$ cat src/rtl/fnl_pkg.sv
// Shared types, constants and helper functions of the face normal lighting pipeline.
package fnl_pkg;

  // Configuration register indexes
  localparam logic [1:0] CFG_LIGHT_X = 2'd0;
  localparam logic [1:0] CFG_LIGHT_Y = 2'd1;
  localparam logic [1:0] CFG_LIGHT_Z = 2'd2;

  // Fixed-point constants
  localparam int ROT_SHIFT     = 12;
  localparam int FRONT_SHIFT   = 8;
  localparam int REVERSE_SHIFT = 10;
  localparam int SCALE_SHIFT   = 12;
  localparam int BOOST_KNEE    = 1472;
  localparam int BOOST_SHIFT   = 3;
  localparam int CHAN_MAX      = 4095;
  localparam int SAT_MAX       = 32767;
  localparam int SAT_MIN       = -32768;

  // Widths
  localparam int ROT_PROD_W = 24;  // 16b entry x 8b normal byte
  localparam int ROT_SUM_W  = 26;  // three products
  localparam int LMAC_W     = 34;  // three 16x16 products
  localparam int FACTOR_W   = 26;  // dot product after the 8/10 shift
  localparam int SPROD_W    = 39;  // factor x 12-bit scale
  localparam int BOOST_W    = 27;
  localparam int BADD_W     = 30;
  localparam int LIN_W      = 32;

  // Side data that rides along the rotation stages
  typedef struct packed {
    logic        rev;
    logic [31:0] base;
    logic [23:0] scale;
  } fnl_side_t;

  // Rotated normal, element 0 is x
  typedef logic [2:0][15:0] rot_vec_t;

  // Saturate a shifted row sum to signed 16 bits
  function automatic logic [15:0] sat16(input logic signed [ROT_SUM_W-1:0] v);
    logic [15:0] res;
    if (v < ROT_SUM_W'(SAT_MIN)) begin
      res = 16'h8000;
    end else if (v > ROT_SUM_W'(SAT_MAX)) begin
      res = 16'h7fff;
    end else begin
      res = v[15:0];
    end
    return res;
  endfunction

  // Clamp a 12-bit-scaled channel to 0..4095 and drop the low nibble
  function automatic logic [7:0] chan_out(input logic signed [LIN_W-1:0] v);
    logic [7:0] res;
    if (v < 0) begin
      res = 8'd0;
    end else if (v > LIN_W'(CHAN_MAX)) begin
      res = 8'hff;
    end else begin
      res = v[11:4];
    end
    return res;
  endfunction

endpackage

$ cat src/rtl/fnl_rotate.sv
// Two-stage pipeline that rotates the packed normal by the 3x3 matrix.
module fnl_rotate import fnl_pkg::*; (
  input  logic        clk_i,
  input  logic        rst_ni,
  input  logic        valid_i,
  output logic        ready_o,
  input  logic [47:0] row_a_i,
  input  logic [47:0] row_b_i,
  input  logic [47:0] row_c_i,
  input  logic [31:0] normal_i,
  input  fnl_side_t   side_i,
  output logic        valid_o,
  input  logic        ready_i,
  output rot_vec_t    rot_o,
  output fnl_side_t   side_o
);

  logic [2:0][47:0] rows;
  logic signed [7:0] nrm [3];

  logic signed [ROT_PROD_W-1:0] prod_d [3][3];
  logic signed [ROT_PROD_W-1:0] prod_q [3][3];
  fnl_side_t side1_q;
  logic      s1_valid_q;
  logic      s1_adv;

  logic signed [ROT_SUM_W-1:0] sum [3];
  rot_vec_t  rot_d, rot_q;
  fnl_side_t side2_q;
  logic      s2_valid_q;
  logic      s2_adv;

  assign rows   = {row_c_i, row_b_i, row_a_i};
  assign nrm[0] = $signed(normal_i[23:16]);
  assign nrm[1] = $signed(normal_i[15:8]);
  assign nrm[2] = $signed(normal_i[31:24]);

  // Per-stage advance: a stage moves when empty or when the next one moves
  assign s2_adv  = !s2_valid_q || ready_i;
  assign s1_adv  = !s1_valid_q || s2_adv;
  assign ready_o = s1_adv;

  // Stage 1: nine partial products
  always_comb begin
    for (int r = 0; r < 3; r++) begin
      for (int c = 0; c < 3; c++) begin
        prod_d[r][c] = $signed(rows[r][16*c +: 16]) * nrm[c];
      end
    end
  end

  // Stage 2: row sums, shift and saturate
  always_comb begin
    for (int r = 0; r < 3; r++) begin
      sum[r] = ROT_SUM_W'(prod_q[r][0]) + ROT_SUM_W'(prod_q[r][1])
             + ROT_SUM_W'(prod_q[r][2]);
      rot_d[r] = sat16(sum[r] >>> ROT_SHIFT);
    end
  end

  // Valid bits
  always_ff @(posedge clk_i or negedge rst_ni) begin
    if (!rst_ni) begin
      s1_valid_q <= 1'b0;
      s2_valid_q <= 1'b0;
    end else begin
      if (s1_adv) s1_valid_q <= valid_i;
      if (s2_adv) s2_valid_q <= s1_valid_q;
    end
  end

  // Payload
  always_ff @(posedge clk_i) begin
    if (s1_adv) begin
      prod_q  <= prod_d;
      side1_q <= side_i;
    end
    if (s2_adv) begin
      rot_q   <= rot_d;
      side2_q <= side1_q;
    end
  end

  assign valid_o = s2_valid_q;
  assign rot_o   = rot_q;
  assign side_o  = side2_q;

  // A held output item keeps its data
  a_hold_rot: assert property (@(posedge clk_i) disable iff (!rst_ni)
    (s2_valid_q && !ready_i) |=> (s2_valid_q && $stable(rot_q)))
    else $error("rotated normal changed while stalled");

  // An item can only appear at stage 2 from stage 1
  a_s2_src: assert property (@(posedge clk_i) disable iff (!rst_ni)
    $rose(s2_valid_q) |-> $past(s1_valid_q))
    else $error("stage 2 valid without source");

  // Empty output means stage 1 can take an item
  a_ready: assert property (@(posedge clk_i) disable iff (!rst_ni)
    !s2_valid_q |-> ready_o)
    else $error("rotate stalled with empty output");

endmodule

$ cat config.mk
export PLATFORM = sky130hd
export DESIGN_NAME = fnl_rotate
export DESIGN_NICKNAME = d
export VERILOG_FILES = /design/src/rtl/fnl_pkg.sv /design/src/rtl/fnl_rotate.sv
export SDC_FILE = /design/constraint.sdc
export NUM_CORES = 2
export LEC_CHECK = 0
export BUFFER_PORTS_ARGS = -buffer_cell sky130_fd_sc_hd__buf_4
export CAP_MARGIN = 10
export CORE_ASPECT_RATIO = 0.75
export CORE_MARGIN = 5
export CORE_UTILIZATION = 64
export DETAILED_ROUTE_END_ITERATION = 10
export PLACE_DENSITY = 0.8
export SLEW_MARGIN = 20
export SYNTH_ARGS = -nofsm -noshare
export SYNTH_HDL_FRONTEND = slang
export SYNTH_SLANG_ARGS = --single-unit
$ cat constraint.sdc
create_clock -name clk_i -period 10.5 [get_ports clk_i]
set_input_delay 0.525 -clock clk_i [delete_from_list [all_inputs] [get_ports clk_i]]
set_output_delay 0.525 -clock clk_i [all_outputs]
set_load 0.03 [all_outputs]
==> impl_metrics.env <==
export IMPL_status="finished, final reports clean"
export IMPL_path_clk_slew_ns=0.06
export IMPL_drive_gt1_share_pct=7.75
export IMPL_whs_ns=0.118
export IMPL_hold_viol_final=0
export IMPL_seqPwrFrac_pct=18.6
export IMPL_grt_pass1_wl_um=209000
export IMPL_power_leakage_nw=29.5
export IMPL_fin_crit_ns=6.00
export IMPL_peakVddDrop_v=0.000274
export IMPL_synth_edf_count=375
export IMPL_syn_inst=5399
export IMPL_cts_buffers=44
export IMPL_setup_tns_ns=0
export IMPL_startpoint="normal_i[23]"
export IMPL_critical_path_required_ns=10.75
export IMPL_synthTopCellsByArea="fa_1 (36%), edfxtp_1 (20%), ha_1 (11%), and2_1 (8.9%), inv_1 (8.6%)"
export IMPL_die_area_um2=92700
export IMPL_synth_ff_type="edfxtp_1"
export IMPL_synth_cell_types=67
export IMPL_cts_tree="built"
export IMPL_ys_seq_area_share_pct=20.4
export IMPL_yosys_warnings=0
export IMPL_r2r_start="prod_q[123]"
export IMPL_cts_root_buf="clkbuf_16"
export IMPL_worstMarginPinSlew_ns=0.996
export IMPL_p_comb_share_pct=72.4
export IMPL_synth_area_per_cell_um2=10.3
export IMPL_clock_path_buffers=3
export IMPL_slew_limit_headroom_pct=33.1
export IMPL_drc=0
export IMPL_wire_per_inst_um=18.6
export IMPL_rows=93
export IMPL_core_um2=85900
export IMPL_swShare_pct=47.7
export IMPL_powerDensity_nw_per_um2=301
export IMPL_worstPathArrival_ns=6.25
export IMPL_antenna_left=0
export IMPL_slew_viol_final=0
export IMPL_cap_violations=0
export IMPL_port_buffers=335
export IMPL_post_route_period_util_pct=57.1
export IMPL_min_delay_start="side_i[56]"
export IMPL_drt_iter0_markers=2475
export IMPL_die_h_um=265
export IMPL_finish_utilization_pct=70.6
export IMPL_postCtsResizedCells=0
export IMPL_ys_seq_elements=377
export IMPL_synth_top_area_share_pct=35.9
export IMPL_net_switching_power_w=0.00869
export IMPL_cp_max_fo=28
export IMPL_worst_setup_path_end_kind="flop"
export IMPL_synth_fp_nets=7109
export IMPL_cts_sinks=377
export IMPL_post_dp_cell_area_um2=59000
export IMPL_startpoint_type="input port"
export IMPL_num_vias=37400
export IMPL_syn_area_um2=55500
export IMPL_grt_antenna_before_repair=23
export IMPL_synth_most_common_cell="inv_1"
export IMPL_grtUsageTotal_pct=28.2
export IMPL_clkPwrFrac_pct=9.0
export IMPL_grt_max_degree=163
export IMPL_vias_per_cell=5.46
export IMPL_hpwl_um=101000
export IMPL_gp_congestion=0.861
export IMPL_finalClockSkew_ns=0.0162
export IMPL_final_cell_area_um2=60600
export IMPL_setup_viol=0
export IMPL_crit_type="in2reg"
export IMPL_die_w_um=350
export IMPL_async_flop_share_pct=0.531
export IMPL_nNetsFinal=7377
export IMPL_fmax_mhz=167
export IMPL_start_util_pct=64.6
export IMPL_cts_setup_buffers=0
export IMPL_min_path_type="in2reg"
export IMPL_grt_pass1_vias=40000
export IMPL_drt_first_pass_iters=6
export IMPL_grt_overflow_total=0
export IMPL_synth_common_cells="inv_1 (1267), fa_1 (996), and2_1 (788)"
export IMPL_rsz0062_at_grt="false"
export IMPL_synth_area_leader_cell="fa_1"
export IMPL_cell_internal_pwr_w=0.00953
export IMPL_insertion_delay_ns=0.58
export IMPL_cts_hold_buf=1
export IMPL_synthToLayoutAreaGrowth_pct=9.23
export IMPL_routed_wl_um=127000
export IMPL_cts_max_level=2
export IMPL_io_pins=344
-- cells in the final DEF (no fill, tap or decap), types with 12 or more instances in the layout --
| master | netlist | final |
|---|---|---|
| xor2_1 | 41 | 41 |
| o21bai_1 | 22 | 22 |
| nand3_1 | 22 | 22 |
| ha_1 | 477 | 477 |
| nor2_1 | 205 | 205 |
| nand2_1 | 286 | 286 |
| and3_1 | 21 | 21 |
| o211ai_1 | 13 | 13 |
| buf_4 | 3 | 341 |
| nor2b_1 | 29 | 29 |
| inv_1 | 1267 | 1267 |
| fa_1 | 996 | 996 |
| a21oi_1 | 134 | 134 |
| and2_1 | 788 | 788 |
| o21ai_1 | 24 | 24 |
| or3_1 | 13 | 13 |
| nand2b_1 | 42 | 41 |
| o21ai_0 | 54 | 54 |
| clkbuf_16 | 0 | 45 |
| o21a_1 | 25 | 25 |
| edfxtp_1 | 375 | 375 |
| nand4_1 | 14 | 14 |
| xnor2_1 | 201 | 201 |
| a21o_1 | 70 | 70 |
| diode_2 | 0 | 14 |
| a31oi_1 | 12 | 12 |
| nor3_1 | 35 | 35 |
-- final timing paths --
path                               end  cells past startpoint  slack [ns]
hold reg to reg             side_o[34]                      0        0.42
max in group asynchronous   s1_valid_q                      2       10.14
hold / removal             side1_q[56]                      1        0.12
setup / recovery           prod_q[215]                     19        4.50
min in group asynchronous      valid_o                      2        0.27
setup reg to reg             rot_o[28]                     13        6.75
-- worst max-delay path: stages --
cell,delay [ns]
buf_4,0.19
inv_1,0.49
buf_4,0.48
fa_1,0.48
fa_1,0.51
inv_1,0.06
fa_1,0.53
inv_1,0.05
fa_1,0.47
inv_1,0.04
ha_1,0.31
inv_1,0.05
o21bai_1,0.13
a21oi_1,0.15
o311ai_0,0.51
nand2_1,0.17
o2111ai_1,0.24
a21oi_1,0.11
xnor2_1,0.73
-- metrics by stage --
step	cells	total power (W)	setup slack (ns)
floorplan	5399	0.0129	0.890
global placement	6760	0.0159	4.02
detailed placement	6760	0.0164	3.90
CTS	6843	0.0182	4.50
global route	6856	0.0200	4.05
finish	6857	0.0182	4.50
-- final cells by class --
type / instances / area, µm²
diodes: 14 / 35.0
clock buffers: 53 / 1160
repair buffers: 343 / 2590
flip-flops and latches: 377 / 11300
clock inverters: 29 / 369
inverters: 1268 / 4760
well taps: 1140 / 1430
fillers: 6320 / 25300
multi-input cells: 3633 / 39000
-- power by group through the flow --
stage                     Combinational, W  Sequential, W  Clock (W)
after floorplan                    0.00942        0.00349          0
after global placement              0.0125        0.00341          0
after detailed placement            0.0130        0.00342          0
after CTS                           0.0131        0.00340    0.00167
after global routing                0.0148        0.00344    0.00173
final                               0.0132        0.00339    0.00163
-- per-layer routing --
layer,global-route usage [%],up-vias,share of wire (%)
li1,-,17100,-
met1,39.2,18900,42
met2,46.4,1250,47
met3,5.23,214,8.0
met4,7.70,0,2.9
met5,0,-,0
-- sequential cells by signal, indices dropped and copies added (netlist names) --
register / flops
side1_q: 57
s1_valid_q: 1
prod_q: 216
rot_o: 45
valid_o: 1
side_o: 57
-- cells by family after synthesis --
family,count (synthesis),share of synthesized area [%]
buffers and inverters,1389,9.42
DFF,377,20.4
AOI/OAI and AO/OA,440,5.27
and+or+nand+nor,1477,14.4
adders and majority gates,1473,46.7
muxes,1,0.0180
xor gates and xnor gates,242,3.82
Power figures use the tool's default switching activity.
